`src/rtl/flc_pkg.sv`:
```
// Shared types and constants for the flash record checker.
// No dependencies; the CRC, parser and top-level files refer to this package by scoped name.
package flc_pkg;

  localparam logic [31:0] REC_MAGIC = 32'h464C_4D31;
  localparam logic [31:0] CRC_POLY  = 32'hEDB8_8320;
  localparam logic [31:0] ALL_ONES  = 32'hFFFF_FFFF;
  localparam int unsigned HDR_BYTES = 10;

  // Byte offsets inside the record header, and of the first payload byte
  localparam logic [11:0] POS_MAGIC_LAST = 12'd3;
  localparam logic [11:0] POS_LEN_FIRST  = 12'd4;
  localparam logic [11:0] POS_LEN_LAST   = 12'd5;
  localparam logic [11:0] POS_CRC_FIRST  = 12'd6;
  localparam logic [11:0] POS_PAYLOAD    = 12'd10;

  typedef enum logic [1:0] {
    VERDICT_OK           = 2'd0,
    VERDICT_BAD_MAGIC    = 2'd1,
    VERDICT_BAD_LENGTH   = 2'd2,
    VERDICT_CRC_MISMATCH = 2'd3
  } verdict_t;

  typedef struct packed {
    logic       page_start;
    logic [7:0] page_byte;
  } byte_item_t;

  typedef struct packed {
    verdict_t    verdict;
    logic [10:0] payload_length;
  } result_t;

endpackage

```
`src/rtl/flc_crc_byte.sv`:
```
// One byte of reflected CRC-32, fully unrolled (eight shift/xor steps).
// Depends on flc_pkg for the polynomial.
module flc_crc_byte (
  input  logic [31:0] crc,
  input  logic [7:0]  data,
  output logic [31:0] crc_next
);

  always_comb begin
    logic [31:0] c;
    c = crc ^ {24'd0, data};
    for (int k = 0; k < 8; k++) begin
      if (c[0]) begin
        c = (c >> 1) ^ flc_pkg::CRC_POLY;
      end else begin
        c = c >> 1;
      end
    end
    crc_next = c;
  end

endmodule

```
`src/rtl/flc_record_fsm.sv`:
```
// Record parser: header assembly, magic/length checks and running CRC.
// Depends on flc_pkg and flc_crc_byte.
module flc_record_fsm #(
  parameter int unsigned PAGE_BYTES = 2048
) (
  input  logic                clk,
  input  logic                rst,
  input  logic                step,
  input  flc_pkg::byte_item_t item,
  output logic                fire,
  output flc_pkg::result_t    result
);

  localparam logic [15:0] MaxLen = 16'(PAGE_BYTES - flc_pkg::HDR_BYTES);

  logic [11:0] byte_position, byte_position_next;
  logic [31:0] magic_word, magic_word_next;
  logic [15:0] length_field, length_field_next;
  logic [31:0] stored_checksum, stored_checksum_next;
  logic [31:0] running_checksum, running_checksum_next;
  logic        verdict_given, verdict_given_next;

  // state as seen by this byte, after a possible page restart
  logic [11:0] cur_pos;
  logic [31:0] cur_magic;
  logic [15:0] cur_len;
  logic [31:0] cur_stored;
  logic [31:0] cur_crc;
  logic        cur_given;
  logic [31:0] crc_upd;
  logic [11:0] crc_off;
  logic [15:0] payload_idx;

  assign cur_pos    = item.page_start ? '0 : byte_position;
  assign cur_magic  = item.page_start ? '0 : magic_word;
  assign cur_len    = item.page_start ? '0 : length_field;
  assign cur_stored = item.page_start ? '0 : stored_checksum;
  assign cur_crc    = item.page_start ? flc_pkg::ALL_ONES : running_checksum;
  assign cur_given  = item.page_start ? 1'b0 : verdict_given;
  assign crc_off     = cur_pos - flc_pkg::POS_CRC_FIRST;
  assign payload_idx = {4'd0, cur_pos} - 16'd9;

  flc_crc_byte u_crc (
    .crc      (cur_crc),
    .data     (item.page_byte),
    .crc_next (crc_upd)
  );

  always_comb begin
    byte_position_next    = byte_position;
    magic_word_next       = magic_word;
    length_field_next     = length_field;
    stored_checksum_next  = stored_checksum;
    running_checksum_next = running_checksum;
    verdict_given_next    = verdict_given;
    fire                  = 1'b0;
    result.verdict        = flc_pkg::VERDICT_OK;
    result.payload_length = '0;
    if (step) begin
      byte_position_next    = cur_pos;
      magic_word_next       = cur_magic;
      length_field_next     = cur_len;
      stored_checksum_next  = cur_stored;
      running_checksum_next = cur_crc;
      verdict_given_next    = cur_given;
      if (!cur_given) begin
        byte_position_next = cur_pos + 12'd1;
        if (cur_pos < flc_pkg::POS_LEN_FIRST) begin
          magic_word_next = cur_magic | (32'(item.page_byte) << {cur_pos[1:0], 3'b000});
          if (cur_pos == flc_pkg::POS_MAGIC_LAST && magic_word_next != flc_pkg::REC_MAGIC) begin
            fire               = 1'b1;
            verdict_given_next = 1'b1;
            result.verdict     = flc_pkg::VERDICT_BAD_MAGIC;
          end
        end else if (cur_pos < flc_pkg::POS_CRC_FIRST) begin
          length_field_next = cur_len | (16'(item.page_byte) << {cur_pos[0], 3'b000});
          if (cur_pos == flc_pkg::POS_LEN_LAST &&
              (length_field_next == 16'd0 || length_field_next > MaxLen)) begin
            fire               = 1'b1;
            verdict_given_next = 1'b1;
            result.verdict     = flc_pkg::VERDICT_BAD_LENGTH;
          end
        end else if (cur_pos < flc_pkg::POS_PAYLOAD) begin
          stored_checksum_next = cur_stored | (32'(item.page_byte) << {crc_off[1:0], 3'b000});
        end else begin
          running_checksum_next = crc_upd;
          if (payload_idx >= cur_len) begin
            fire               = 1'b1;
            verdict_given_next = 1'b1;
            if (~crc_upd == cur_stored) begin
              result.verdict        = flc_pkg::VERDICT_OK;
              result.payload_length = cur_len[10:0];
            end else begin
              result.verdict = flc_pkg::VERDICT_CRC_MISMATCH;
            end
          end
        end
      end
    end
  end

  always_ff @(posedge clk) begin
    if (rst) begin
      byte_position    <= '0;
      magic_word       <= '0;
      length_field     <= '0;
      stored_checksum  <= '0;
      running_checksum <= flc_pkg::ALL_ONES;
      verdict_given    <= 1'b1;
    end else begin
      byte_position    <= byte_position_next;
      magic_word       <= magic_word_next;
      length_field     <= length_field_next;
      stored_checksum  <= stored_checksum_next;
      running_checksum <= running_checksum_next;
      verdict_given    <= verdict_given_next;
    end
  end

  // one verdict per record: after reporting, the parser idles
  a_fire_idles: assert property (@(posedge clk) disable iff (rst) fire |=> verdict_given)
    else $error("parser not idle after verdict");
  a_reset_idle: assert property (@(posedge clk) rst |=> verdict_given)
    else $error("parser active after reset");

endmodule

```
`config.mk`:
```
export PLATFORM = sky130hd
export DESIGN_NAME = flc_record_fsm
export DESIGN_NICKNAME = d
export VERILOG_FILES = /design/src/rtl/flc_pkg.sv /design/src/rtl/flc_crc_byte.sv /design/src/rtl/flc_record_fsm.sv
export SDC_FILE = /design/constraint.sdc
export NUM_CORES = 1
export LEC_CHECK = 0
export ABC_AREA = 1
export BUFFER_PORTS_ARGS = -buffer_cell sky130_fd_sc_hd__buf_2
export CAP_MARGIN = 20
export CORE_ASPECT_RATIO = 2
export CORE_MARGIN = 2
export CORE_UTILIZATION = 57
export DETAILED_ROUTE_END_ITERATION = 10
export PLACE_DENSITY = 0.74
export SYNTH_ARGS = -nofsm -noshare
export SYNTH_HDL_FRONTEND = slang
export SYNTH_SLANG_ARGS = --single-unit
```
`constraint.sdc`:
```
create_clock -name clk -period 5.9 [get_ports clk]
set_clock_uncertainty 0.2 [all_clocks]
set_input_delay 0.59 -clock clk [delete_from_list [all_inputs] [get_ports clk]]
set_output_delay 0.59 -clock clk [all_outputs]
set_load 0.01 [all_outputs]
```
== Word level (Yosys, flattened, before mapping) ==
Cells that the tools add are included.
Cells by class
  order comparisons: 5
  shift-type cells: 3
  reduce and logical (&&, ||, !) cells: 4
  add/subtract/negate cells: 3
  bitwise logic cells: 13
  eq/ne operators: 4
  multiplexer cells: 49
Operators by type and width (count)
  32-bit 2-to-1 mux: 21
  13-bit NOT with 14-bit output: 8
  16-bit 2-to-1 mux: 4
  32-bit OR: 2
  8-bit by 5-bit << shifter with 32-bit output: 2
  13-bit 2-to-1 mux: 4
  11-bit 2-to-1 mux: 3
  32-bit == test: 1
  32-bit by 31-bit inequality test with 1-bit output (second input constant): 1
  32-bit NOT: 1
  32-bit by 8-bit bitwise XOR with 32-bit output: 1
  12-bit by 3-bit less-than comparator with 1-bit output (second input constant): 2
  12-bit 2-to-1 mux: 2
  16-bit >= comparator: 1
  16-bit by 11-bit > comparator with 1-bit output (second input constant): 1
  16-bit logical NOT: 1
  16-bit OR: 1
  8-bit by 4-bit << shifter with 16-bit output: 1
  12-bit by 4-bit subtractor with 13-bit output (second input constant): 1
  12-bit by 1-bit adder with 12-bit output (second input constant): 1
  12-bit by 2-bit == test with 1-bit output (second input constant): 1
  12-bit by 3-bit == test with 1-bit output (second input constant): 1
  12-bit by 4-bit less-than comparator with 1-bit output (second input constant): 1
  1-bit 2-to-1 mux: 11
  other kinds (4): 8
Word-level totals
  output and inout bits: 14
  register bits: 125
  logic and storage cells: 87
  input bits: 12

== Depth between registers and ports, before layout ==
  depth after elaboration: 27
  depth in mapped cells: 26
  depth with buffers taken out: 24

== Modules after synthesis ==
Synthesis repeated with hierarchy kept, for this count alone.
Second synthesis, totals
  cell total of the unflattened synthesis: 1372
  area total of the unflattened synthesis: 8718.4 µm²
By module, submodules not included
  flc_record_fsm: cells each 1163, area an instance 7543.5 µm², times used 1, sequential area each 2502.4 µm²
  flc_crc_byte: cells each 209, area an instance 1174.9 µm², times used 1, sequential area each 0.0 µm²

== Worst setup path before layout ==
Ideal clock, no wire load.
  kind: input port to output port
  start: input port item[8] (netlist name)
  end: output port result[10] (netlist name)
  data required time: 5.110 ns
  path buffers: 4
  stages on the path: 25
  arrival time: 3.446 ns
  setup slack: 1.664 ns
  cells stage by stage: buf_6 buf_6 buf_8 nor2_4 nor2_2 inv_2 nor2_1 nor2_1 nor2_1 nand2_1 or3_1 nor3_1 o32ai_1 ha_1 inv_1 nor3_1 a211oi_1 nand2_1 nand2_1 nand2_1 nand2_1 nor2_1 nand2_1 buf_6 nor2_2
RTL lines
  from (decl): line flc_record_fsm.sv:9  | input flc_pkg::byte_item_t item,
  to (decl): line flc_record_fsm.sv:11  | output flc_pkg::result_t result

==> results.yml <==
setup_path:
  critical_path.endpoint_type: "output port"
  ff2ff_path_depth: 24
  crit_path_max_fanout: 30
  worstSetupStartpointType: "input pin"
  crit_type: "in2out"
  required_ns: 5.11
  cp_data_arrival_time_ns: 4.57
synthesis:
  part_of_the_yosys_area_used_for_sequential_elements_pct: 26.8
  synth_top_cells_by_area: "dfxtp_1 27%, nand2_1 23%, nor2_1 7.2%"
  synth.avg_cell_area_sq_um: 5.83
  netlist.area_leader.share_pct: 26.8
  synth_area_leader_cell: "dfxtp_1"
  syn_nets: 1630
  post_synth_num_cell_types: 41
  postSynthCellCount: 1601
  ys_ff_latch: 125
  netlist_area_sq_mm: 0.00933
  yosysWarningCount: 0
finish:
  finalNetCount: 1613
  layout.cells.most_common_list: "573 x nand2_1, 178 x nor2_1, 132 x inv_1"
  antenna_cells: 0
  area.growth.synth_to_final_pct: 7.66
  layout.cell_area.non_filler_sq_mm: 0.0100
  drive_gt1_share_pct: 8.52
  layout_commonest_cell: "nand2_1"
power_and_ir_drop:
  power.share.switching_pct: 34.0
  reg_power_share_pct: 34.3
  power_density_mw_per_mm2: 261
  power.combinational.fraction_pct: 21.4
  netSwitchingPower_mw: 0.889
  peakVddDrop_uv: 187
  cellInternalPower_mw: 1.73
  share_clk_of_total_power_pct: 44.3
  cellLeakagePower_nw: 4.46
timing:
  max_slew.worst_pin.slew_ns: 0.954
  min_period_over_period_pct: 90.9
  final_hold_violations: 0
  fmax_ghz: 0.186
  maxSlewViolCount: 0
  setup_viol_count_final: 0
  slew-limit-headroom_pct: 36.4
  rsz0062_at_grt: "false"
  fin_crit_ns: 5.36
  final.setup.worst_slack_ns: 0.538
  timing.setup.tns_ns: 0
grt:
  grt_max_degree: 90
  initial_antenna_violation_count: 0
  grt_usage_pct: 40.0
  gr-total-overflow: 0
  first_global_vias: 9751
  global_route_wire_length_before_repair_microns: 53200
floorplan:
  die-height_microns: 185
  boundaryPins: 26
  initial_core_util_pct: 57.9
  total_number_of_placement_rows: 66
  core_sq_mm: 0.0161
  dieArea_sq_mm: 0.0175
  floorplan.die.width_microns: 94.5
clock_network:
  hold_buffers: 0
  clock-root-buffer: "clkbuf_16"
  clock_insertion_delay_worst_skew_ns: 0.43
  cts.repair.resized: 0
  tritoncts: "done"
  cts_post_setup_buffers_inserted: 0
  cts_buffers: 17
  cts_max_level: 4
  bufs_on_longest_clock_path: 2
  cts_sinks: 125
  path_clk_slew_ns: 0.07
hold_path:
  hp-class: "reg2reg"
  min_path_cells: 2
job:
  cap_violations: 0
placed_design:
  worst_slack_placed_ns: 0.631
  gp_routability_congestion: 1.02
  placement.cell_area_sq_mm: 0.00941
  io_buffer_count: 25
  dp_hpwl_microns: 24200
drt:
  residual_drc: 0
  routed_wirelength_microns: 34100
  detail-route-antenna-nets: 0
  route.detailed.vias_per_inst: 5.99
  routedWlPerCell_microns: 18.9
  number_of_detailed_routing_iterations_run_before_antenna_repair: 6
  via_count: 10800
  detailedRoute.firstIterationViolations: 1174
status:
  outcome: "finished clean"
-- cells in the mapped netlist, drive strengths merged --
master   instances
a221oi          17
nor3            17
o21ai           84
nand3b          14
xnor2            5
a21o             1
a211oi           5
o211ai          14
nand2          585
clkbuf          38
buf             35
nor2           213
nand4            7
xor2            20
ha              17
nor4             5
a2111oi          1
a31oi           30
a22oi            3
o32ai            1
o221ai           2
a311oi           1
inv            152
or3              1
dfxtp          125
clkinv           1
nand3          104
a21oi          102
and3             1
-- cells by family (layout without fill, tap and decap cells) --
group	Yosys count	count (layout)	share of synthesized area [%]
adder cells (fa/ha/maj)	17	17	2.28
AND/OR/NAND/NOR	947	947	42.3
buffers and inverters	226	222	10.3
XOR/XNOR	25	25	2.35
AO/OA/AOI/OAI	261	261	15.9
flip-flops	125	125	26.8
-- metal layers --
| layer | part of all wire [%] | GRT usage [%] | wire [microns] |
|---|---|---|---|
| met5 | 0 | 0 | 0 |
| met4 | 7.0 | 25.1 | 2400 |
| met3 | 9.2 | 6.31 | 3150 |
| met1 | 38 | 50.2 | 12800 |
| met2 | 46 | 63.1 | 15700 |
-- flip-flops by register name (all words and copies together), names as in the netlist --
| name | flops |
|---|---|
| length_field | 16 |
| magic_word | 32 |
| running_checksum | 32 |
| byte_position | 12 |
| stored_checksum | 32 |
| verdict_given | 1 |
-- worst max-delay path, stage by stage --
cell and delay, ns:
buf_4 0.33, buf_4 0.47, nor2_2 0.09, nand2_1 0.08, nand2_1 0.42, nand2_1 0.22
nand2_2 0.20, nand2_1 0.11, nand2_1 0.14, nand2_1 0.11, nand2_1 0.07, nand2_1 0.06
nand2_1 0.10, nand3b_1 0.17, nor2_1 0.17, nand3_1 0.10, nor2_1 0.36, nand2_1 0.45
nor2_2 0.19, buf_2 0.15
-- final cells by class --
cell class	instances	area, sq um
Clock buffer	19	453
Clock inverter	13	176
Fill cell	1589	6060
Inverter	153	574
Multi-Input combinational cell	1250	5860
Sequential cell	125	2500
Tap cell	204	255
Timing Repair Buffer	37	220
-- per-stage QoR --
stage,power (mW),hold WS (ns),util (%),cells
3_3_place_gp,1.45,0.250,58.5,1769
3_5_place_dp,1.46,0.255,58.5,1769
5_1_grt,2.71,0.277,62.4,1801
2_1_floorplan,1.31,0.236,-,1601
4_1_cts,2.60,0.265,62.4,1801
6_report,2.62,0.264,62.4,1801
-- worst paths after layout --
kind | start | slack, ns | end
hold / removal | length_field[0] | 0.26 | length_field[0]
hold reg to reg | length_field[0] | 0.26 | length_field[0]
setup / recovery | item[8] | 0.54 | result[8]
setup reg to reg | byte_position[1] | 2.45 | verdict_given
-- power groups by stage --
| stage | clock network, mW | logic (mW) | registers [mW] |
|---|---|---|---|
| floorplan | 0 | 0.401 | 0.912 |
| finish | 1.16 | 0.561 | 0.898 |
| global placement | 0 | 0.533 | 0.914 |
| global route | 1.19 | 0.617 | 0.902 |
| detailed placement | 0 | 0.539 | 0.916 |
| CTS | 1.16 | 0.544 | 0.898 |
No activity file was read; power rests on OpenSTA's default activity.
